`config.mk`:
```
export PLATFORM = sky130hd
export DESIGN_NAME = heatmap_false_color_mapper_core
export DESIGN_NICKNAME = d
export VERILOG_FILES = /design/src/hfcm_pkg.sv /design/src/hfcm_div.sv /design/src/hfcm_ramp.sv /design/src/heatmap_false_color_mapper_core.sv
export VERILOG_INCLUDE_DIRS = /design/src /design/src/src
export SDC_FILE = /design/constraint.sdc
export NUM_CORES = 1
export LEC_CHECK = 0
export ABC_AREA = 1
export ABC_CLOCK_PERIOD_IN_PS = 4270
export BUFFER_PORTS_ARGS = -buffer_cell sky130_fd_sc_hd__buf_4
export CORE_UTILIZATION = 55
export DETAILED_ROUTE_END_ITERATION = 8
export MAX_ROUTING_LAYER = met4
export PLACE_DENSITY = 0.83
export RECOVER_POWER = 50
export SLEW_MARGIN = 25
export SYNTH_ARGS = -nofsm -noshare
export SYNTH_HDL_FRONTEND = slang
export SYNTH_SLANG_ARGS = --single-unit
```
`constraint.sdc`:
```
create_clock -name clk -period 4.27 [get_ports clk]
set_input_delay 0.427 -clock clk [delete_from_list [all_inputs] [get_ports clk]]
set_output_delay 0.427 -clock clk [all_outputs]
set_load 0.01 [all_outputs]
```
`src/heatmap_false_color_mapper_core_macros.svh`:
```
// Assertion macros shared by the heatmap false-color mapper RTL.
`ifndef HEATMAP_FALSE_COLOR_MAPPER_CORE_MACROS_SVH
`define HEATMAP_FALSE_COLOR_MAPPER_CORE_MACROS_SVH

`ifndef SYNTHESIS
// Property must hold at every clock edge outside reset.
`define HFCM_ASSERT(lbl, clk, rstn, prop) \
  lbl: assert property (@(posedge clk) disable iff (!rstn) prop) \
    else $error("hfcm: assertion failed");
// Condition must never be true outside reset.
`define HFCM_NEVER(lbl, clk, rstn, cond) \
  `HFCM_ASSERT(lbl, clk, rstn, !(cond))
`else
`define HFCM_ASSERT(lbl, clk, rstn, prop)
`define HFCM_NEVER(lbl, clk, rstn, cond)
`endif

`endif

```
`src/hfcm_pkg.sv`:
```
// Shared constants, types and the color ramp function for the heatmap mapper.
package hfcm_pkg;

  // Default sample width (signed Q16.16)
  localparam int SAMPLE_BITS_DEF = 32;

  // Ramp index: 1024 entries, four segments of 256
  localparam int RAMP_BITS = 10;
  localparam int SEG_BITS  = 8;
  localparam int CNT_BITS  = $clog2(RAMP_BITS + 1);

  // Request kinds
  localparam logic [1:0] KIND_FIRST = 2'd0;
  localparam logic [1:0] KIND_MEAS  = 2'd1;
  localparam logic [1:0] KIND_MAP   = 2'd2;

  // Ramp segments
  localparam logic [1:0] SEG_BLUE_CYAN    = 2'd0;
  localparam logic [1:0] SEG_CYAN_GREEN   = 2'd1;
  localparam logic [1:0] SEG_GREEN_YELLOW = 2'd2;
  localparam logic [1:0] SEG_YELLOW_RED   = 2'd3;

  // Packed so that red lands in the low byte
  typedef struct packed {
    logic [7:0] blue;
    logic [7:0] green;
    logic [7:0] red;
  } rgb_t;

  // Blue -> cyan -> green -> yellow -> red
  function automatic rgb_t ramp_colour(input logic [RAMP_BITS-1:0] k);
    rgb_t c;
    logic [SEG_BITS-1:0] f;
    f = k[SEG_BITS-1:0];
    c = '0;
    unique case (k[RAMP_BITS-1:SEG_BITS])
      SEG_BLUE_CYAN: begin
        c.red = 8'd0; c.green = f; c.blue = 8'hff;
      end
      SEG_CYAN_GREEN: begin
        c.red = 8'd0; c.green = 8'hff; c.blue = ~f;
      end
      SEG_GREEN_YELLOW: begin
        c.red = f; c.green = 8'hff; c.blue = 8'd0;
      end
      SEG_YELLOW_RED: begin
        c.red = 8'hff; c.green = ~f; c.blue = 8'd0;
      end
      default: c = '0;
    endcase
    return c;
  endfunction

endpackage

```
`src/hfcm_div.sv`:
```
// Restoring divider, one quotient bit per cycle, giving floor(2^10 * num / den).
module hfcm_div #(
  parameter int SAMPLE_BITS = hfcm_pkg::SAMPLE_BITS_DEF
) (
  input  logic                            clk,
  input  logic                            rst_n,
  input  logic                            start,
  input  logic [SAMPLE_BITS-1:0]          num,   // must be below den
  input  logic [SAMPLE_BITS-1:0]          den,
  output logic                            done,
  output logic [hfcm_pkg::RAMP_BITS-1:0]  quot
);

  logic [SAMPLE_BITS-1:0]                rem_r, rem_nxt;
  logic [SAMPLE_BITS-1:0]                den_r;
  logic [hfcm_pkg::RAMP_BITS-1:0]        quot_r, quot_nxt;
  logic [hfcm_pkg::CNT_BITS-1:0]         cnt_r, cnt_nxt;
  logic                                  busy_r, busy_nxt;
  logic                                  done_r, done_nxt;
  logic [SAMPLE_BITS:0]                  shifted;
  logic [SAMPLE_BITS:0]                  trial;
  logic                                  ge;

  // One restoring step
  always_comb begin
    shifted = {rem_r, 1'b0};
    ge      = (shifted >= {1'b0, den_r});
    trial   = shifted - {1'b0, den_r};
  end

  // Step control
  always_comb begin
    rem_nxt  = rem_r;
    quot_nxt = quot_r;
    cnt_nxt  = cnt_r;
    busy_nxt = busy_r;
    done_nxt = 1'b0;
    if (start) begin
      rem_nxt  = num;
      quot_nxt = '0;
      cnt_nxt  = hfcm_pkg::CNT_BITS'(hfcm_pkg::RAMP_BITS);
      busy_nxt = 1'b1;
    end else if (busy_r) begin
      rem_nxt  = ge ? trial[SAMPLE_BITS-1:0] : shifted[SAMPLE_BITS-1:0];
      quot_nxt = {quot_r[hfcm_pkg::RAMP_BITS-2:0], ge};
      cnt_nxt  = cnt_r - hfcm_pkg::CNT_BITS'(1);
      if (cnt_r == hfcm_pkg::CNT_BITS'(1)) begin
        busy_nxt = 1'b0;
        done_nxt = 1'b1;
      end
    end
  end

  always_ff @(posedge clk) begin
    if (!rst_n) begin
      busy_r <= 1'b0;
      done_r <= 1'b0;
      cnt_r  <= '0;
    end else begin
      busy_r <= busy_nxt;
      done_r <= done_nxt;
      cnt_r  <= cnt_nxt;
    end
  end

  // Datapath, no reset
  always_ff @(posedge clk) begin
    rem_r  <= rem_nxt;
    quot_r <= quot_nxt;
    if (start) begin
      den_r <= den;
    end
  end

  assign done = done_r;
  assign quot = quot_r;

endmodule

```
`src/hfcm_ramp.sv`:
```
// Ramp index to RGB lookup with the result output register.
module hfcm_ramp (
  input  logic                            clk,
  input  logic                            rst_n,
  input  logic                            ld,
  input  logic [hfcm_pkg::RAMP_BITS-1:0]  k,
  output logic                            free,
  output logic                            out_tvalid,
  input  logic                            out_tready,
  output logic [23:0]                     out_tdata   // red, green, blue
);

  logic               valid_r, valid_nxt;
  hfcm_pkg::rgb_t     rgb_r;

  assign free = !valid_r || out_tready;

  // Valid flag: set on load, cleared when taken
  always_comb begin
    valid_nxt = valid_r;
    if (ld) begin
      valid_nxt = 1'b1;
    end else if (out_tready) begin
      valid_nxt = 1'b0;
    end
  end

  always_ff @(posedge clk) begin
    if (!rst_n) begin
      valid_r <= 1'b0;
    end else begin
      valid_r <= valid_nxt;
    end
  end

  // Color register
  always_ff @(posedge clk) begin
    if (ld) begin
      rgb_r <= hfcm_pkg::ramp_colour(k);
    end
  end

  assign out_tvalid = valid_r;
  assign out_tdata  = rgb_r;

endmodule

```
`src/heatmap_false_color_mapper_core.sv`:
```
// Heatmap false-color mapper: frame min/max tracking, serial divider, color ramp.
// Measure requests (kind 0 and 1) are taken in the idle state and give no result.
// Map requests (kind 2) go through accept, setup, 10 divider steps, quotient handoff and
// output load; setup skips the divider when a compare alone settles the index. One request at a time.
// The result register lets the next request in while a color still waits.
// rst_n is synchronous active low: min resets to most positive, max to most negative.
`include "heatmap_false_color_mapper_core_macros.svh"

module heatmap_false_color_mapper_core #(
  parameter int SAMPLE_BITS = hfcm_pkg::SAMPLE_BITS_DEF,
  localparam int DATA_W     = ((SAMPLE_BITS + 7) / 8) * 8
) (
  input  logic              clk,
  input  logic              rst_n,
  input  logic              in_tvalid,
  output logic              in_tready,
  input  logic [DATA_W-1:0] in_tdata,    // sample
  input  logic [1:0]        in_tuser,    // kind
  output logic              out_tvalid,
  input  logic              out_tready,
  output logic [23:0]       out_tdata    // red, green, blue
);

  localparam logic [1:0] ST_IDLE  = 2'd0;
  localparam logic [1:0] ST_SETUP = 2'd1;
  localparam logic [1:0] ST_DIV   = 2'd2;
  localparam logic [1:0] ST_OUT   = 2'd3;

  logic [1:0]                      state_r, state_nxt;
  logic signed [SAMPLE_BITS-1:0]   min_r, min_nxt;
  logic signed [SAMPLE_BITS-1:0]   max_r, max_nxt;
  logic signed [SAMPLE_BITS-1:0]   v_r;
  logic [hfcm_pkg::RAMP_BITS-1:0]  k_r, k_nxt;
  logic signed [SAMPLE_BITS-1:0]   sample;
  logic                            acc;
  logic                            degen, below, above;
  logic [SAMPLE_BITS:0]            diff, span;
  logic                            div_start, div_done;
  logic [hfcm_pkg::RAMP_BITS-1:0]  div_quot;
  logic                            ramp_ld, ramp_free;

  assign sample    = in_tdata[SAMPLE_BITS-1:0];
  assign in_tready = (state_r == ST_IDLE);
  assign acc       = in_tvalid && in_tready;

  // Setup compares and differences
  always_comb begin
    degen = !(min_r < max_r);
    below = (v_r <= min_r);
    above = (v_r >= max_r);
    diff  = {v_r[SAMPLE_BITS-1], v_r} - {min_r[SAMPLE_BITS-1], min_r};
    span  = {max_r[SAMPLE_BITS-1], max_r} - {min_r[SAMPLE_BITS-1], min_r};
  end

  // Control sequencer
  always_comb begin
    state_nxt = state_r;
    min_nxt   = min_r;
    max_nxt   = max_r;
    k_nxt     = k_r;
    div_start = 1'b0;
    ramp_ld   = 1'b0;
    unique case (state_r)
      ST_IDLE: begin
        if (acc) begin
          case (in_tuser)
            hfcm_pkg::KIND_FIRST: begin
              min_nxt = sample;
              max_nxt = sample;
            end
            hfcm_pkg::KIND_MEAS: begin
              if (sample > max_r) max_nxt = sample;
              if (sample < min_r) min_nxt = sample;
            end
            hfcm_pkg::KIND_MAP: begin
              state_nxt = ST_SETUP;
            end
            default: ;
          endcase
        end
      end
      ST_SETUP: begin
        if (degen || below) begin
          k_nxt     = '0;
          state_nxt = ST_OUT;
        end else if (above) begin
          k_nxt     = '1;
          state_nxt = ST_OUT;
        end else begin
          div_start = 1'b1;
          state_nxt = ST_DIV;
        end
      end
      ST_DIV: begin
        if (div_done) begin
          k_nxt     = div_quot;
          state_nxt = ST_OUT;
        end
      end
      ST_OUT: begin
        if (ramp_free) begin
          ramp_ld   = 1'b1;
          state_nxt = ST_IDLE;
        end
      end
      default: state_nxt = ST_IDLE;
    endcase
  end

  always_ff @(posedge clk) begin
    if (!rst_n) begin
      state_r <= ST_IDLE;
      min_r   <= {1'b0, {(SAMPLE_BITS-1){1'b1}}};
      max_r   <= {1'b1, {(SAMPLE_BITS-1){1'b0}}};
    end else begin
      state_r <= state_nxt;
      min_r   <= min_nxt;
      max_r   <= max_nxt;
    end
  end

  // Sample and index, no reset
  always_ff @(posedge clk) begin
    if (acc) begin
      v_r <= sample;
    end
    k_r <= k_nxt;
  end

  hfcm_div #(
    .SAMPLE_BITS (SAMPLE_BITS)
  ) u_div (
    .clk   (clk),
    .rst_n (rst_n),
    .start (div_start),
    .num   (diff[SAMPLE_BITS-1:0]),
    .den   (span[SAMPLE_BITS-1:0]),
    .done  (div_done),
    .quot  (div_quot)
  );

  hfcm_ramp u_ramp (
    .clk        (clk),
    .rst_n      (rst_n),
    .ld         (ramp_ld),
    .k          (k_r),
    .free       (ramp_free),
    .out_tvalid (out_tvalid),
    .out_tready (out_tready),
    .out_tdata  (out_tdata)
  );

  // After any measure request the frame range is ordered
  `HFCM_ASSERT(a_range_ordered, clk, rst_n, (acc && (in_tuser == hfcm_pkg::KIND_FIRST || in_tuser == hfcm_pkg::KIND_MEAS)) |=> (min_r <= max_r))
  // Divider finishes only while the sequencer waits for it
  `HFCM_NEVER(a_div_done_state, clk, rst_n, div_done && (state_r != ST_DIV))
  // A color is never loaded over one still waiting
  `HFCM_NEVER(a_no_overwrite, clk, rst_n, ramp_ld && out_tvalid && !out_tready)

endmodule

```
==> impl_metrics.py <==
metrics = {
    "die": {
        "die_y_um": 177,
        "coreArea_sq_mm": 0.0300,
        "dieArea_sq_mm": 0.0314,
        "rows": 63,
        "start_util_pct": 56.4,
        "io-pin-count": 64,
        "die_w_um": 177,
    },
    "sta": {
        "fmax_mhz": 279,
        "rsz0062_at_grt": "false",
        "finalSetupViolCount": 0,
        "fin_hold_ws_ns": 0.165,
        "finalCritPeriodShare_pct": 83.9,
        "fin_crit_ns": 3.58,
        "finalHoldViolCount": 0,
        "setup_tns_ns": 0,
        "maxSlewHeadroom_pct": -109,
        "postLayoutSetupSlackWorst_ns": 0.689,
        "maxSlewViolCount": 127,
        "worst_pin_slew_ns": 3.14,
        "fin_skew_ns": 0.0112,
    },
    "pwr": {
        "power_density_mw_per_mm2": 479,
        "p_total_mw": 8.71,
        "peakVddDrop_v": 0.000370,
        "p_leak_nw": 9.32,
    },
    "finish": {
        "layout.nets": 2663,
        "fillers": 2817,
        "final_cells": 2832,
        "n_antenna_cell": 0,
        "fin_area_sq_mm": 0.0182,
        "utilization_pct": 60.7,
        "syn_to_final_growth_pct": 7.66,
        "drive_gt1_share_pct": 3.07,
    },
    "worst_setup_path": {
        "cp-end-kind": "flip-flop",
        "r2r_cells": 19,
        "path_class": "flip-flop to flip-flop",
        "worstSetupStartpointType": "flip-flop",
        "rrSetupSlack_ns": 0.69,
        "required_ns": 4.43,
        "cp_max_fo": 32,
        "r2r-end": "u_div.rem_r[6]",
        "arrival_ns": 3.75,
        "r2r_start": "max_r[0]",
    },
    "synthesis": {
        "synth_top_family_by_area": "simple AND/OR/NAND/NOR gates",
        "yosys.area_share.simple_pct": 27.7,
        "yosysWarnings": 0,
        "synth_area_per_cell_sq_um": 7.10,
        "synth_compound_area_share_pct": 11.4,
        "yosys.area.top_type": "edfxtp_1",
        "yosysMostFrequentCell": "nand2_1",
        "synthAdderAreaFrac_pct": 15.0,
        "synthFlopType": "edfxtp_1",
        "syn_inst": 2377,
        "synth_nets": 2615,
        "synth_cell_types": 47,
        "synth-edff-count": 130,
        "syn-cell-area_sq_mm": 0.0169,
        "ys_seq_area_share_pct": 33.0,
        "synth_xor_area_share_pct": 3.58,
        "synth-async-reset-ratio_pct": 0,
        "synth-seq-cells": 213,
        "ys_top_cells_by_area": "edfxtp_1 23%, nand2_1 15%, ha_1 15%",
        "ys_top_cells_by_count": "681 x nand2_1, 354 x inv_1, 200 x nand3_1",
        "synthMuxAreaShare_pct": 0,
        "yosys.area.top_type_share_pct": 23.1,
    },
    "status": {
        "status": "finished with violations",
        "violations": "capacitance limit, slew limit",
    },
    "routing": {
        "vias": 15800,
        "via_per_inst": 5.56,
        "first_pass_iters": 5,
        "ant_nets": 0,
        "drt_wl_total_um": 46400,
        "wl_per_cell_um": 16.4,
        "drt_iter0_markers": 1221,
        "drcViolationCount": 0,
    },
    "clock_network": {
        "cts.sinks": 213,
        "cts_max_level": 1,
        "clock_latency_ns": 0.52,
        "cts-hold-fix-buffers": 0,
        "cts_resized": 0,
        "cts_made_buffers": 23,
        "cts_tree": "yes",
        "post-cts-setup-buffers": 0,
        "cts-root-buf": "clkbuf_16",
        "path_clk_slew_ns": 0.06,
        "clockBufferDepth": 3,
    },
    "placed_design": {
        "dp_hpwl_um": 37100,
        "placed_area_sq_mm": 0.0177,
        "dp_slack_ns": 0.897,
        "placed_cells": 2790,
        "gp_congestion": 0.998,
        "port_buffers": 63,
    },
    "global_route": {
        "use_met3_pct": 2.13,
        "grt_overflow": 0,
        "grt_pass1_wl_um": 75200,
        "grt.met2_usage_pct": 49.0,
        "grt_busiest_layer": "met2",
        "use_met1_pct": 41.6,
        "first_global_vias": 15000,
        "antenna_found_initial": 0,
        "grtUsageTotal_pct": 30.8,
        "grt_max_degree": 72,
    },
    "worst_hold_path": {
        "hold_path_startpoint": "in_tdata[0]",
        "hold_end": "v_r[0]",
        "min_path_type": "input port to flip-flop",
        "hold_depth": 1,
    },
    "run": {
        "drv_cap": 3,
    },
}
[registers in the layout (all words and copies together), names as in the netlist, 2 cells and up]
| name | cells |
|---|---|
| u_div.den_r | 32 |
| state_r | 2 |
| u_div.cnt_r | 4 |
| min_r | 32 |
| k_r | 10 |
| u_div.rem_r | 32 |
| u_div.quot | 10 |
| v_r | 32 |
| max_r | 32 |
| u_ramp.out_tdata | 24 |
[worst max-delay path by stage]
stage	startpoint	endpoint	slack [ns]
4_1_cts	max_r[15]	u_div.rem_r[6]	0.88
2_1_floorplan	max_r[0]	u_div.rem_r[0]	1.02
3_5_place_dp	max_r[15]	u_div.rem_r[2]	0.90
5_1_grt	max_r[0]	u_div.rem_r[6]	0.36
6_report	max_r[0]	u_div.rem_r[6]	0.69
3_3_place_gp	max_r[15]	u_div.rem_r[2]	0.94
[layout make-up]
cell class | count | area (sq um) | share of cell area [%]
sequential | 213 | 5570 | 30.6
multi-input combinational | 1752 | 9730 | 53.5
timing repair buffer | 76 | 354 | 1.95
tap | 390 | 488 | 2.68
clock inverter | 9 | 53.8 | 0.296
inverter | 359 | 1350 | 7.41
clock buffer | 33 | 643 | 3.54
[cell usage in the layout, fill, tap and decap left out, types with 3 or more instances in the layout]
cell type	Yosys	routed
nor4_1	7	7
o21ai_1	10	8
clkbuf_16	0	23
a21boi_0	5	5
inv_2	5	4
fa_1	3	3
dfxtp_1	83	83
o21bai_1	11	11
ha_1	197	197
clkbuf_8	0	3
clkbuf_1	32	68
xnor2_1	21	21
buf_4	3	14
a21o_1	23	23
clkinv_2	0	5
a21oi_1	188	188
a31oi_1	9	9
nand2_2	10	9
nand3_1	200	200
nor3_1	14	14
nand4_1	17	17
nor2_1	187	187
edfxtp_1	130	130
or2_2	3	3
o21a_1	10	10
xor2_1	48	48
o21ai_0	86	88
inv_1	354	354
nand2_1	681	683
[metal layers]
layer	part of all wire, %	up-vias
li1	-	7861
met1	46	7268
met2	45	542
met3	5.5	88
met4	3.2	0
met5	0	-
[cell families (layout without fill, tap and decap cells)]
family	Yosys count	count (layout)
compound gates	352	352
fa+ha+maj	200	200
buf+inv	412	477
flops	213	213
simple gates	1131	1131
xor+xnor	69	69
[worst max-delay path, cell delays in order (launching register included)]
cell and delay (ns):
dfxtp_1 0.38, inv_1 0.06, ha_1 0.20, fa_1 0.40
inv_1 0.07, nand3_1 0.06, nand2_1 0.13, nand2_1 0.07
nand2_1 0.14, nand2_2 0.06, nand2_1 0.17, nand2_1 0.11
nand2_1 0.08, nand2_1 0.05, nand2_1 0.07, clkinv_1 0.06
nor2_1 0.23, nand3_2 0.34, nand2_1 0.14, buf_4 0.38
[power by group]
group	switching (mW)	internal [mW]	leakage [nW]
combinational	2.55	1.26	7.10
clock	0.806	1.05	0.343
sequential	0.282	2.76	1.88
total	3.64	5.07	9.32
Power figures use the tool's default switching activity.
